$ cat src/rtl/core/rmpi_pkg.sv
package rmpi_pkg;

    // Sizing of the lock unit
    localparam int MAX_TASKS = 16;
    localparam int NEST_BITS = 16;

    // Fixed field widths
    localparam int FUNC_W   = 2;
    localparam int TASK_W   = 4;
    localparam int PRIO_W   = 8;
    localparam int STATUS_W = 3;

    // Waiter list addressing: slot index and fill count
    localparam int AW = $clog2(MAX_TASKS);
    localparam int CW = $clog2(MAX_TASKS + 1);

    localparam logic [NEST_BITS-1:0] DEPTH_MAX = {NEST_BITS{1'b1}};

    // Request kinds
    localparam logic [FUNC_W-1:0] FUNC_PEND    = 2'd0;
    localparam logic [FUNC_W-1:0] FUNC_RELEASE = 2'd1;
    localparam logic [FUNC_W-1:0] FUNC_DELETE  = 2'd2;
    localparam logic [FUNC_W-1:0] FUNC_UNUSED  = 2'd3;

    typedef enum logic [STATUS_W-1:0] {
        ST_OK          = 3'd0,
        ST_NOT_STARTED = 3'd1,
        ST_BAD         = 3'd2,
        ST_TIMEOUT     = 3'd3,
        ST_QUEUED      = 3'd4,
        ST_FULL        = 3'd5,
        ST_NEST        = 3'd6
    } status_t;

    // One waiter list entry as stored in the list memory
    typedef struct packed {
        logic [TASK_W-1:0] id;
        logic [PRIO_W-1:0] prio;
    } entry_t;

    localparam int ENTRY_W = $bits(entry_t);

endpackage

$ cat src/rtl/core/rmpi_ifs.sv
interface rmpi_req_if import rmpi_pkg::*; ();
    logic              valid;
    logic              ready;
    logic [FUNC_W-1:0] func;
    logic [TASK_W-1:0] task_id;
    logic [PRIO_W-1:0] task_prio;
    logic              no_wait;

    modport source (output valid, func, task_id, task_prio, no_wait, input ready);
    modport sink   (input valid, func, task_id, task_prio, no_wait, output ready);
endinterface

interface rmpi_rsp_if import rmpi_pkg::*; ();
    logic              valid;
    logic              ready;
    status_t           status;
    logic              prio_valid;
    logic [TASK_W-1:0] prio_task;
    logic [PRIO_W-1:0] prio_value;
    logic              wake_valid;
    logic [TASK_W-1:0] wake_task;
    logic              last;

    modport source (output valid, status, prio_valid, prio_task, prio_value,
                    wake_valid, wake_task, last, input ready);
    modport sink   (input valid, status, prio_valid, prio_task, prio_value,
                    wake_valid, wake_task, last, output ready);
endinterface

interface rmpi_cfg_if ();
    logic valid;
    logic ready;
    logic data;

    modport source (output valid, data, input ready);
    modport sink   (input valid, data, output ready);
endinterface

$ cat src/rtl/core/rmpi_ram.sv
module rmpi_ram #(
    parameter int WIDTH = 8,
    parameter int DEPTH = 16
) (
    input  logic                     clk,
    input  logic                     we,
    input  logic [$clog2(DEPTH)-1:0] waddr,
    input  logic [WIDTH-1:0]         wdata,
    input  logic                     re,
    input  logic [$clog2(DEPTH)-1:0] raddr,
    output logic [WIDTH-1:0]         rdata
);

    logic [WIDTH-1:0] mem [DEPTH];
    logic [WIDTH-1:0] rdata_reg;

    // Write one word, read one word with registered data
    always_ff @(posedge clk)
    begin
        if (we)
        begin
            mem[waddr] <= wdata;
        end
        if (re)
        begin
            rdata_reg <= mem[raddr];
        end
    end

    assign rdata = rdata_reg;

endmodule

$ cat src/rtl/core/recursive_mutex_prio_inherit.sv
// Lock unit for one recursive mutex with priority inheritance.
// Channels: req carries pend, release and delete requests (task id, priority,
// no-wait flag); rsp returns results, each with a status, an optional
// priority change for the scheduler, an optional woken task and a last flag;
// cfg writes the scheduler-running bit, one write per cycle, always ready.
// One request is handled at a time; req is ready only while the sequencer
// is idle. The result of a request that needs no list access is loaded into
// the output register from S_RESP after S_DECIDE, and no new request is
// taken until the sequencer is back in idle. A queued pend walks the
// waiter list from its tail, one entry per cycle through the single list
// memory port pair. A release that hands the lock over adds a head read in
// S_REL_HEAD. Delete returns one result per waiter, one per cycle while rsp
// is not stalled.
// The list is a circular buffer in memory, so handing over the lock only
// advances the head pointer. Reset empties the list, frees the mutex and
// clears the running bit; no clearing pass is needed. When rsp stalls, the
// result is held in the output register and the sequencer waits for it.
module recursive_mutex_prio_inherit import rmpi_pkg::*; (
    input logic         clk,
    input logic         rst_n,
    rmpi_cfg_if.sink    cfg,
    rmpi_req_if.sink    req,
    rmpi_rsp_if.source  rsp
);

    typedef enum logic [2:0] {
        S_IDLE,
        S_DECIDE,
        S_INS_CMP,
        S_INS_HEAD,
        S_REL_HEAD,
        S_DEL_NEXT,
        S_RESP
    } state_t;

    state_t state_reg, state_next;

    logic                 os_running_reg, os_running_next;
    logic [TASK_W-1:0]    owner_reg, owner_next;
    logic [NEST_BITS-1:0] depth_reg, depth_next;
    logic [PRIO_W-1:0]    saved_reg, saved_next;
    logic [PRIO_W-1:0]    live_reg, live_next;
    logic [CW-1:0]        count_reg, count_next;
    logic [AW-1:0]        head_reg, head_next;
    logic [AW-1:0]        ptr_reg, ptr_next;
    logic [AW-1:0]        lidx_reg, lidx_next;
    logic [CW-1:0]        remain_reg, remain_next;

    // Latched request
    logic [FUNC_W-1:0]    func_reg, func_next;
    logic [TASK_W-1:0]    id_reg, id_next;
    logic [PRIO_W-1:0]    prio_reg, prio_next;
    logic                 nw_reg, nw_next;

    // Pending result fields
    status_t              st_reg, st_next;
    logic                 pv_reg, pv_next;
    logic [TASK_W-1:0]    pt_reg, pt_next;
    logic [PRIO_W-1:0]    pval_reg, pval_next;
    logic                 wv_reg, wv_next;
    logic [TASK_W-1:0]    wt_reg, wt_next;

    // Output register
    logic                 ov_reg, ov_next;
    status_t              ost_reg, ost_next;
    logic                 opv_reg, opv_next;
    logic [TASK_W-1:0]    opt_reg, opt_next;
    logic [PRIO_W-1:0]    opval_reg, opval_next;
    logic                 owv_reg, owv_next;
    logic [TASK_W-1:0]    owt_reg, owt_next;
    logic                 olast_reg, olast_next;

    // List memory port
    logic                 ram_we;
    logic [AW-1:0]        ram_waddr;
    logic [ENTRY_W-1:0]   ram_wdata;
    logic                 ram_re;
    logic [AW-1:0]        ram_raddr;
    logic [ENTRY_W-1:0]   ram_rdata;

    entry_t               rd_entry;
    entry_t               new_entry;
    logic                 out_free;
    logic [AW:0]          tail_sum;
    logic [AW-1:0]        tail_ptr;

    function automatic logic [AW-1:0] ptr_inc(input logic [AW-1:0] p);
        return (p == AW'(MAX_TASKS - 1)) ? '0 : p + AW'(1);
    endfunction

    function automatic logic [AW-1:0] ptr_dec(input logic [AW-1:0] p);
        return (p == '0) ? AW'(MAX_TASKS - 1) : p - AW'(1);
    endfunction

    rmpi_ram #(
        .WIDTH (ENTRY_W),
        .DEPTH (MAX_TASKS)
    ) u_list (
        .clk   (clk),
        .we    (ram_we),
        .waddr (ram_waddr),
        .wdata (ram_wdata),
        .re    (ram_re),
        .raddr (ram_raddr),
        .rdata (ram_rdata)
    );

    assign rd_entry  = entry_t'(ram_rdata);
    assign new_entry = '{id: id_reg, prio: prio_reg};
    assign out_free  = !ov_reg || rsp.ready;

    // Locate the physical slot of the last waiter
    assign tail_sum = (AW + 1)'({1'b0, head_reg}) + (AW + 1)'(count_reg) - (AW + 1)'(1);
    assign tail_ptr = (tail_sum >= (AW + 1)'(MAX_TASKS))
                    ? AW'(tail_sum - (AW + 1)'(MAX_TASKS)) : AW'(tail_sum);

    assign req.ready = (state_reg == S_IDLE);
    assign cfg.ready = 1'b1;

    assign rsp.valid      = ov_reg;
    assign rsp.status     = ost_reg;
    assign rsp.prio_valid = opv_reg;
    assign rsp.prio_task  = opt_reg;
    assign rsp.prio_value = opval_reg;
    assign rsp.wake_valid = owv_reg;
    assign rsp.wake_task  = owt_reg;
    assign rsp.last       = olast_reg;

    // Sequence one request
    always_comb
    begin
        state_next      = state_reg;
        os_running_next = os_running_reg;
        owner_next      = owner_reg;
        depth_next      = depth_reg;
        saved_next      = saved_reg;
        live_next       = live_reg;
        count_next      = count_reg;
        head_next       = head_reg;
        ptr_next        = ptr_reg;
        lidx_next       = lidx_reg;
        remain_next     = remain_reg;
        func_next       = func_reg;
        id_next         = id_reg;
        prio_next       = prio_reg;
        nw_next         = nw_reg;
        st_next         = st_reg;
        pv_next         = pv_reg;
        pt_next         = pt_reg;
        pval_next       = pval_reg;
        wv_next         = wv_reg;
        wt_next         = wt_reg;
        ov_next         = ov_reg;
        ost_next        = ost_reg;
        opv_next        = opv_reg;
        opt_next        = opt_reg;
        opval_next      = opval_reg;
        owv_next        = owv_reg;
        owt_next        = owt_reg;
        olast_next      = olast_reg;
        ram_we          = 1'b0;
        ram_waddr       = ptr_reg;
        ram_wdata       = ram_rdata;
        ram_re          = 1'b0;
        ram_raddr       = ptr_reg;

        // Take configuration writes at any time
        if (cfg.valid)
        begin
            os_running_next = cfg.data;
        end

        // Drop the result once taken
        if (ov_reg && rsp.ready)
        begin
            ov_next = 1'b0;
        end

        case (state_reg)
            S_IDLE:
            begin
                if (req.valid)
                begin
                    func_next  = req.func;
                    id_next    = req.task_id;
                    prio_next  = req.task_prio;
                    nw_next    = req.no_wait;
                    state_next = S_DECIDE;
                end
            end

            S_DECIDE:
            begin
                st_next    = ST_OK;
                pv_next    = 1'b0;
                pt_next    = '0;
                pval_next  = '0;
                wv_next    = 1'b0;
                wt_next    = '0;
                state_next = S_RESP;
                if (func_reg == FUNC_UNUSED)
                begin
                    state_next = S_IDLE;
                end
                else if (!os_running_reg)
                begin
                    st_next = ST_NOT_STARTED;
                end
                else
                begin
                    case (func_reg)
                        FUNC_PEND:
                        begin
                            if (depth_reg == '0)
                            begin
                                owner_next = id_reg;
                                saved_next = prio_reg;
                                live_next  = prio_reg;
                                depth_next = NEST_BITS'(1);
                            end
                            else if (owner_reg == id_reg)
                            begin
                                if (depth_reg == DEPTH_MAX)
                                begin
                                    st_next = ST_NEST;
                                end
                                else
                                begin
                                    depth_next = depth_reg + NEST_BITS'(1);
                                end
                            end
                            else if (nw_reg)
                            begin
                                st_next = ST_TIMEOUT;
                            end
                            else if (count_reg >= CW'(MAX_TASKS))
                            begin
                                st_next = ST_FULL;
                            end
                            else
                            begin
                                st_next = ST_QUEUED;
                                // Boost the owner to the caller's priority
                                if (live_reg > prio_reg)
                                begin
                                    live_next = prio_reg;
                                    pv_next   = 1'b1;
                                    pt_next   = owner_reg;
                                    pval_next = prio_reg;
                                end
                                if (count_reg == '0)
                                begin
                                    ram_we     = 1'b1;
                                    ram_waddr  = head_reg;
                                    ram_wdata  = new_entry;
                                    count_next = count_reg + CW'(1);
                                end
                                else
                                begin
                                    ram_re     = 1'b1;
                                    ram_raddr  = tail_ptr;
                                    ptr_next   = tail_ptr;
                                    lidx_next  = AW'(count_reg - CW'(1));
                                    state_next = S_INS_CMP;
                                end
                            end
                        end

                        FUNC_RELEASE:
                        begin
                            if (depth_reg == '0 || owner_reg != id_reg)
                            begin
                                st_next = ST_BAD;
                            end
                            else if (depth_reg != NEST_BITS'(1))
                            begin
                                depth_next = depth_reg - NEST_BITS'(1);
                            end
                            else
                            begin
                                if (live_reg != saved_reg)
                                begin
                                    pv_next   = 1'b1;
                                    pt_next   = owner_reg;
                                    pval_next = saved_reg;
                                    live_next = saved_reg;
                                end
                                if (count_reg != '0)
                                begin
                                    ram_re     = 1'b1;
                                    ram_raddr  = head_reg;
                                    state_next = S_REL_HEAD;
                                end
                                else
                                begin
                                    owner_next = '0;
                                    depth_next = '0;
                                end
                            end
                        end

                        FUNC_DELETE:
                        begin
                            if (depth_reg != '0 && live_reg != saved_reg)
                            begin
                                pv_next   = 1'b1;
                                pt_next   = owner_reg;
                                pval_next = saved_reg;
                                live_next = saved_reg;
                            end
                            if (count_reg != '0)
                            begin
                                ram_re      = 1'b1;
                                ram_raddr   = head_reg;
                                ptr_next    = head_reg;
                                remain_next = count_reg;
                                state_next  = S_DEL_NEXT;
                            end
                        end

                        default:
                        begin
                            state_next = S_IDLE;
                        end
                    endcase
                end
            end

            S_INS_CMP:
            begin
                // Shift a less urgent waiter up, or place the caller above it
                ram_we    = 1'b1;
                ram_waddr = ptr_inc(ptr_reg);
                if (prio_reg < rd_entry.prio)
                begin
                    ram_wdata = ram_rdata;
                    if (lidx_reg == '0)
                    begin
                        state_next = S_INS_HEAD;
                    end
                    else
                    begin
                        ptr_next  = ptr_dec(ptr_reg);
                        lidx_next = lidx_reg - AW'(1);
                        ram_re    = 1'b1;
                        ram_raddr = ptr_dec(ptr_reg);
                    end
                end
                else
                begin
                    ram_wdata  = new_entry;
                    count_next = count_reg + CW'(1);
                    state_next = S_RESP;
                end
            end

            S_INS_HEAD:
            begin
                ram_we     = 1'b1;
                ram_waddr  = ptr_reg;
                ram_wdata  = new_entry;
                count_next = count_reg + CW'(1);
                state_next = S_RESP;
            end

            S_REL_HEAD:
            begin
                // Hand the lock to the head waiter
                wv_next    = 1'b1;
                wt_next    = rd_entry.id;
                owner_next = rd_entry.id;
                saved_next = rd_entry.prio;
                live_next  = rd_entry.prio;
                depth_next = NEST_BITS'(1);
                head_next  = ptr_inc(head_reg);
                count_next = count_reg - CW'(1);
                state_next = S_RESP;
            end

            S_DEL_NEXT:
            begin
                // Wake one waiter per result
                if (out_free)
                begin
                    ov_next    = 1'b1;
                    ost_next   = ST_OK;
                    opv_next   = pv_reg;
                    opt_next   = pt_reg;
                    opval_next = pval_reg;
                    owv_next   = 1'b1;
                    owt_next   = rd_entry.id;
                    olast_next = (remain_reg == CW'(1));
                    pv_next    = 1'b0;
                    pt_next    = '0;
                    pval_next  = '0;
                    if (remain_reg == CW'(1))
                    begin
                        count_next = '0;
                        state_next = S_IDLE;
                    end
                    else
                    begin
                        ptr_next    = ptr_inc(ptr_reg);
                        ram_re      = 1'b1;
                        ram_raddr   = ptr_inc(ptr_reg);
                        remain_next = remain_reg - CW'(1);
                    end
                end
            end

            S_RESP:
            begin
                if (out_free)
                begin
                    ov_next    = 1'b1;
                    ost_next   = st_reg;
                    opv_next   = pv_reg;
                    opt_next   = pt_reg;
                    opval_next = pval_reg;
                    owv_next   = wv_reg;
                    owt_next   = wt_reg;
                    olast_next = 1'b1;
                    state_next = S_IDLE;
                end
            end

            default:
            begin
                state_next = S_IDLE;
            end
        endcase
    end

    // Hold state and registered outputs
    always_ff @(posedge clk or negedge rst_n)
    begin
        if (!rst_n)
        begin
            state_reg      <= S_IDLE;
            os_running_reg <= 1'b0;
            owner_reg      <= '0;
            depth_reg      <= '0;
            saved_reg      <= '0;
            live_reg       <= '0;
            count_reg      <= '0;
            head_reg       <= '0;
            ptr_reg        <= '0;
            lidx_reg       <= '0;
            remain_reg     <= '0;
            func_reg       <= '0;
            id_reg         <= '0;
            prio_reg       <= '0;
            nw_reg         <= 1'b0;
            st_reg         <= ST_OK;
            pv_reg         <= 1'b0;
            pt_reg         <= '0;
            pval_reg       <= '0;
            wv_reg         <= 1'b0;
            wt_reg         <= '0;
            ov_reg         <= 1'b0;
            ost_reg        <= ST_OK;
            opv_reg        <= 1'b0;
            opt_reg        <= '0;
            opval_reg      <= '0;
            owv_reg        <= 1'b0;
            owt_reg        <= '0;
            olast_reg      <= 1'b0;
        end
        else
        begin
            state_reg      <= state_next;
            os_running_reg <= os_running_next;
            owner_reg      <= owner_next;
            depth_reg      <= depth_next;
            saved_reg      <= saved_next;
            live_reg       <= live_next;
            count_reg      <= count_next;
            head_reg       <= head_next;
            ptr_reg        <= ptr_next;
            lidx_reg       <= lidx_next;
            remain_reg     <= remain_next;
            func_reg       <= func_next;
            id_reg         <= id_next;
            prio_reg       <= prio_next;
            nw_reg         <= nw_next;
            st_reg         <= st_next;
            pv_reg         <= pv_next;
            pt_reg         <= pt_next;
            pval_reg       <= pval_next;
            wv_reg         <= wv_next;
            wt_reg         <= wt_next;
            ov_reg         <= ov_next;
            ost_reg        <= ost_next;
            opv_reg        <= opv_next;
            opt_reg        <= opt_next;
            opval_reg      <= opval_next;
            owv_reg        <= owv_next;
            owt_reg        <= owt_next;
            olast_reg      <= olast_next;
        end
    end

    // The waiter list never overfills
    assert property (@(posedge clk) disable iff (!rst_n)
        count_reg <= CW'(MAX_TASKS))
        else $error("waiter count above list size");

    // An accepted request is decided in the next cycle
    assert property (@(posedge clk) disable iff (!rst_n)
        req.valid && req.ready |=> state_reg == S_DECIDE)
        else $error("accepted request not decided");

    // Placing the caller at the head grows the list by one
    assert property (@(posedge clk) disable iff (!rst_n)
        state_reg == S_INS_HEAD |=> count_reg == $past(count_reg) + CW'(1))
        else $error("head insert did not grow the list");

    // The list memory is only written while a pend is being queued
    assert property (@(posedge clk) disable iff (!rst_n)
        ram_we |-> state_reg == S_DECIDE || state_reg == S_INS_CMP
                   || state_reg == S_INS_HEAD)
        else $error("list write outside a queued pend");

    // A handover always leaves the lock held once
    assert property (@(posedge clk) disable iff (!rst_n)
        state_reg == S_REL_HEAD |=> depth_reg == NEST_BITS'(1))
        else $error("handover left the lock free");

endmodule
$ cat src/flat_wrapper.sv
// flat-port wrapper written by rule: the top's interface ports become plain ports
module recursive_mutex_prio_inherit_flat import rmpi_pkg::*;
  (clk, rst_n, cfg_valid, cfg_data, cfg_ready, req_valid, req_func, req_task_id, req_task_prio, req_no_wait, req_ready, rsp_valid, rsp_status, rsp_prio_valid, rsp_prio_task, rsp_prio_value, rsp_wake_valid, rsp_wake_task, rsp_last, rsp_ready);
  rmpi_cfg_if cfg_i ();
  rmpi_req_if req_i ();
  rmpi_rsp_if rsp_i ();
  input logic clk;
  input logic rst_n;
  input wire logic [$bits(cfg_i.valid)-1:0] cfg_valid;
  input wire logic [$bits(cfg_i.data)-1:0] cfg_data;
  output wire logic [$bits(cfg_i.ready)-1:0] cfg_ready;
  input wire logic [$bits(req_i.valid)-1:0] req_valid;
  input wire logic [$bits(req_i.func)-1:0] req_func;
  input wire logic [$bits(req_i.task_id)-1:0] req_task_id;
  input wire logic [$bits(req_i.task_prio)-1:0] req_task_prio;
  input wire logic [$bits(req_i.no_wait)-1:0] req_no_wait;
  output wire logic [$bits(req_i.ready)-1:0] req_ready;
  output wire logic [$bits(rsp_i.valid)-1:0] rsp_valid;
  output wire logic [$bits(rsp_i.status)-1:0] rsp_status;
  output wire logic [$bits(rsp_i.prio_valid)-1:0] rsp_prio_valid;
  output wire logic [$bits(rsp_i.prio_task)-1:0] rsp_prio_task;
  output wire logic [$bits(rsp_i.prio_value)-1:0] rsp_prio_value;
  output wire logic [$bits(rsp_i.wake_valid)-1:0] rsp_wake_valid;
  output wire logic [$bits(rsp_i.wake_task)-1:0] rsp_wake_task;
  output wire logic [$bits(rsp_i.last)-1:0] rsp_last;
  input wire logic [$bits(rsp_i.ready)-1:0] rsp_ready;
  assign cfg_i.valid = cfg_valid;
  assign cfg_i.data = cfg_data;
  assign cfg_ready = cfg_i.ready;
  assign req_i.valid = req_valid;
  assign req_i.func = req_func;
  assign req_i.task_id = req_task_id;
  assign req_i.task_prio = req_task_prio;
  assign req_i.no_wait = req_no_wait;
  assign req_ready = req_i.ready;
  assign rsp_valid = rsp_i.valid;
  assign rsp_status = rsp_i.status;
  assign rsp_prio_valid = rsp_i.prio_valid;
  assign rsp_prio_task = rsp_i.prio_task;
  assign rsp_prio_value = rsp_i.prio_value;
  assign rsp_wake_valid = rsp_i.wake_valid;
  assign rsp_wake_task = rsp_i.wake_task;
  assign rsp_last = rsp_i.last;
  assign rsp_i.ready = rsp_ready;
  recursive_mutex_prio_inherit u_core (.clk(clk), .rst_n(rst_n), .cfg(cfg_i), .req(req_i), .rsp(rsp_i));
endmodule
$ cat config.mk
export PLATFORM = sky130hd
export DESIGN_NAME = recursive_mutex_prio_inherit_flat
export DESIGN_NICKNAME = d
export VERILOG_FILES = /design/src/rtl/core/rmpi_pkg.sv /design/src/rtl/core/rmpi_ifs.sv /design/src/rtl/core/rmpi_ram.sv /design/src/rtl/core/recursive_mutex_prio_inherit.sv /design/src/flat_wrapper.sv
export SDC_FILE = /design/constraint.sdc
export NUM_CORES = 1
export LEC_CHECK = 0
export ABC_CLOCK_PERIOD_IN_PS = 10000
export BUFFER_PORTS_ARGS = -buffer_cell sky130_fd_sc_hd__buf_2
export CELL_PAD_IN_SITES_DETAIL_PLACEMENT = 0
export CELL_PAD_IN_SITES_GLOBAL_PLACEMENT = 2
export CORE_MARGIN = 1.5
export CORE_UTILIZATION = 33
export DETAILED_ROUTE_END_ITERATION = 8
export PLACE_DENSITY = 0.69
export SLEW_MARGIN = 20
export SYNTH_ARGS = -nofsm -noshare
export SYNTH_HDL_FRONTEND = slang
export SYNTH_SLANG_ARGS = --single-unit
$ cat constraint.sdc
create_clock -name clk -period 10 [get_ports clk]
set_input_delay 1.5 -clock clk [delete_from_list [all_inputs] [get_ports clk]]
set_output_delay 1.5 -clock clk [all_outputs]
set_load 0.05 [all_outputs]
# Word level (Yosys, flattened, before mapping)
# Memory sizes are Yosys's and may differ from the RTL's. A register that Yosys moved wholly into a read port is not among the register bits.
# Cells that the tools add are included.
# op_classes
addsub	12
order_cmp	4
eq_ne	54
muxes	221
reduce_logical	35
# op_table
op	count
$mux 4	58
$mux 8	27
$mux 16	8
$mux 12	9
$mux 5	17
$mux 3	22
$pmux 16 s2	2
$pmux 4 s2	8
$pmux 4 s3	4
$pmux 8 s2	3
$pmux 8 s3	2
$mux 1	43
$pmux 12 s3	1
$pmux 5 s5	1
$reduce_and 12->1	2
$ne 2x1->1 const B	10
$ne 2x2->1 const B	10
$pmux 3 s6	1
$add 16x1->16 const B	1
$eq 16x16->1 const B	1
$logic_not 16->1	1
$ne 16x1->1 const B	1
$ne 4x4->1 const B	4
$reduce_and 8->1	2
49 further kinds	88
# word_totals
reg_bits	121
mem_bits_rw	192
inputBits	21
output_inout_bits	25
wordCells	356
mem_count	1
# mem_list
name	words	width	rd	rd_clocked_by_memory_dff	wr	line_no	rtl
u_core.u_list.mem	16	12	1	1	1	rmpi_ram.sv:14	logic [WIDTH-1:0] mem [DEPTH];

# Depth between registers and ports, before layout
# logic_depth
ltp_word	13
mapped_depth	16

# Modules after synthesis
# Synthesis repeated with hierarchy kept, for this count alone.
# hier_totals
hier_cells	1249
area_unflattened_um2	15915.3
# modules_own_cells
module	n_inst	cells_each	area_each_um2
recursive_mutex_prio_inherit	1	920	8195.4
rmpi_ram	1	329	7719.9

# Worst setup path before layout
# Ideal clock, no wire load.
# synth_timing
path_kind	in2reg
startpoint	input port rsp_ready
endpoint	register u_core.u_list.rdata_reg[2], in the netlist u_core.u_list.rdata[2], read port of u_core.u_list.mem, data pin
setup_ns	0.190
t_arrival_ns	3.438
required_ns	9.810
path_slack_ns	6.372
cell_stages	11
path_cell_list	nor2b_1 clkbuf_1 nor2_1 nand2_1 a21oi_1 a311oi_2 clkbuf_1 a21oi_1 o2111ai_1 o2111ai_1 a2111oi_2
# synth_between
elab_chain_len	3
# synth_lines
item	line_no	rtl
start, declared	flat_wrapper.sv:26	input wire logic [$bits(rsp_i.ready)-1:0] rsp_ready;
$logic_or 1x1->1 (*)	recursive_mutex_prio_inherit.sv:110	assign out_free = !ov_reg || rsp.ready;
$mux 4 / $mux 1 (equally long branches)	recursive_mutex_prio_inherit.sv:383	if (out_free)
$pmux 4 s3 / $pmux 1 s3 (equally long branches)	recursive_mutex_prio_inherit.sv:179	case (state_reg)
end, declared	rmpi_ram.sv:15	logic [WIDTH-1:0] rdata_reg;
# Mark *: on every way between the ends. The rest lies on a longest branch, timed or not.
# A chain may end at the register's enable or synchronous reset.

# Worst setup path after layout
# layout_timing
startpoint	register u_core.state_reg[0]
endpoint	register u_core.u_list.rdata_reg[7], in the netlist u_core.u_list.rdata[7], read port of u_core.u_list.mem, data pin
# layout_between
elab_chain_len	2
# layout_lines
item	line_no	rtl
start, declared	recursive_mutex_prio_inherit.sv:36	state_t state_reg, state_next;
start signal, assigned	recursive_mutex_prio_inherit.sv:471	state_reg <= state_next;
$eq 3x3->1, or another cell as far along	recursive_mutex_prio_inherit.sv:179	
$pmux 4 s3 / $pmux 1 s3 (equally long branches)	recursive_mutex_prio_inherit.sv:179	
# Parallel ways exist; a longest one is shown, timed or not.

==> results.toml <==
[status]
status = "finished clean"

[global_route]
grt_max_degree = 63
grt_overflow_total = 0
antenna_found_initial = 1
track_usage_pct = 18.0
grt_pass1_vias = 11500
grt_pass1_wl_um = 70800

[clocking]
holdBufCountCts = 0
insertion_delay_ps = 550
cts_setup_buffers = 0
numCtsBuffers = 37
clockBufferDepth = 3
ctsResizeCount = 0
cts_tree = "built"
path_clk_slew_ps = 70
cts-root-buf = "clkbuf_16"
cts_sinks = 325
htree_levels = 2

[logic_synthesis]
yosysTopAreaCell = "edfxtp_1"
synth_seq_cells = 325
synth_area_leaders = "edfxtp_1, dfrtp_1, mux2_2"
synth_cells = 1452
synth_flop_cell = "edfxtp_1"
yosys.area_share.simple_pct = 12.5
synth_cell_type_count = 83
synthAdderAreaFrac_pct = 2.79
synth_mux_area_share_pct = 6.15
synth_warnings = 0
syn_avg_cell_area_um2 = 11.3
synth_top_family_by_area = "compound AO/OA/AOI/OAI gates"
syn-num-nets = 1509
yosysSeqAreaShare_pct = 55.7
synth-edff-count = 204
synthesis.area_um2 = 16400
yosysTopAreaCellShare_pct = 37.3
synth_compound_area_share_pct = 17.5
synthArstFlopShare_pct = 37.2
synth-xor-area-share_pct = 1.12

[cells_and_area]
diodes = 0
final_common_cell = "edfxtp_1"
final_area_um2 = 18500
syn2layout_area_growth_pct = 12.4
largest_reg_flops = 192
layout_common_cells = "edfxtp_1, nand2_1, dfrtp_1"
drive_gt1_share_pct = 15.4
final_nets = 1520
stdcell_count = 2155

[detailed_routing]
firstDrtPassIters = 5
antenna_left = 0
routed_wl_um = 45800
vias = 11600
wire_per_inst_um = 21.2
drc = 0
drtIter0Drc = 729
routed_via_density = 5.41

[timing]
fmax_mhz = 210
finClkSkew_ps = 16.8
finalCriticalPeriod_ps = 4770
slew_viol_final = 0
tns_ps = 0
slew_headroom_pct = 23.6
hold_slack_ps = 477
hold_viol = 0
worst_pin_slew_ps = 1140
finalCritPeriodShare_pct = 47.7
rsz0062_at_grt = "false"
setup_viol = 0

[min_path]
hold_class = "flop to flop"

[place]
place_inst = 2088
place_area_um2 = 17200
place_congestion = 0.857
numPortBuffers = 44
dp_hpwl_um = 31400

[critical_path]
worstPathMaxFanout = 62
crit_type = "flop to flop"
cp-end-kind = "flop"
crit_arrival_ps = 5040
start_kind = "flop"
cp.required_ps = 10280

[floorplan]
core-area_um2 = 49100
initial_core_util_pct = 33.5
io_pins = 46
die_width_um = 226
die_y_um = 226
die-area_um2 = 51200
rows = 81

[job]
maxCapViolations = 0
-- worst max-delay path, cell delays in order (launching register included) --
cell and delay (ps):
dfrtp_1 650, nor2b_1 350, nand2_1 530, nor3_1 770, nand2_1 120, o31ai_1 120, nand4b_1 170, buf_4 690
nand3_1 560, o2111ai_1 420, a2111oi_2 60
-- per-stage QoR --
step	util, %	setup WS [ps]
after floorplan	-	6370
after global placement	35.1	4950
after detailed placement	35.1	4990
after CTS	37.6	5250
after global routing	37.7	4780
final	37.7	5230
-- cell usage after synthesis, drive strengths merged (13+ instances only) --
master     n
a2111oi   13
inv       45
a22oi     27
clkbuf    60
o21ai    103
mux2      56
a21oi     94
nand3     25
buf       44
nor2      91
xnor2     16
mux2i     38
ha        35
nor3      59
a21o      14
nand2    145
a22o      17
o2111ai   48
nor4      20
a32o      13
dfrtp    121
edfxtp   204
-- cell type report --
cell class / instances / area, um2
fill: 4811 / 30600
sequential: 325 / 9150
multi-input combinational: 978 / 6630
clock buffer: 48 / 1010
tap: 664 / 831
timing repair buffer: 76 / 467
clock inverter: 19 / 214
inverter: 45 / 169
-- path summary, 6_finish.rpt --
path	startpoint	endpoint	slack, ps	cells after the start
worst min register to register	u_core.pv_reg$_DFFE_PN0P_	u_core.pv_reg$_DFFE_PN0P_	480	1
worst max register to register	u_core.state_reg[0]$_DFFE_PN0P_	u_core.u_list.rdata[7]$_DFFE_PP_	5230	10
max in group asynchronous	rst_n	u_core.saved_reg[1]$_DFFE_PN0P_	7770	2
worst max-delay path	u_core.state_reg[0]$_DFFE_PN0P_	u_core.u_list.rdata[7]$_DFFE_PP_	5230	10
worst min-delay path	u_core.pv_reg$_DFFE_PN0P_	u_core.pv_reg$_DFFE_PN0P_	480	1
min in group asynchronous	rst_n	u_core.lidx_reg[3]$_DFFE_PN0P_	940	1
-- metal layers --
metal	vias up	routed length (um)	GRT usage (%)
li1	5538	-	-
met1	5807	21200	25.1
met2	232	21800	29.3
met3	72	1650	2.30
met4	0	1100	5.23
met5	-	0	0
-- kinds of logic (layout without fill, tap and decap cells) --
| group | Yosys count | after routing |
|---|---|---|
| DFF | 325 | 325 |
| xor gates and xnor gates | 21 | 21 |
| and+or+nand+nor | 415 | 415 |
| buffers and inverters | 149 | 188 |
| adders and majority gates | 36 | 36 |
| muxes | 94 | 94 |
| AOI/OAI and AO/OA | 411 | 411 |
| other | 1 | 1 |
Power is not shown: default switching activity piles up to over one toggle a cycle in this logic, so the estimate is an artifact.
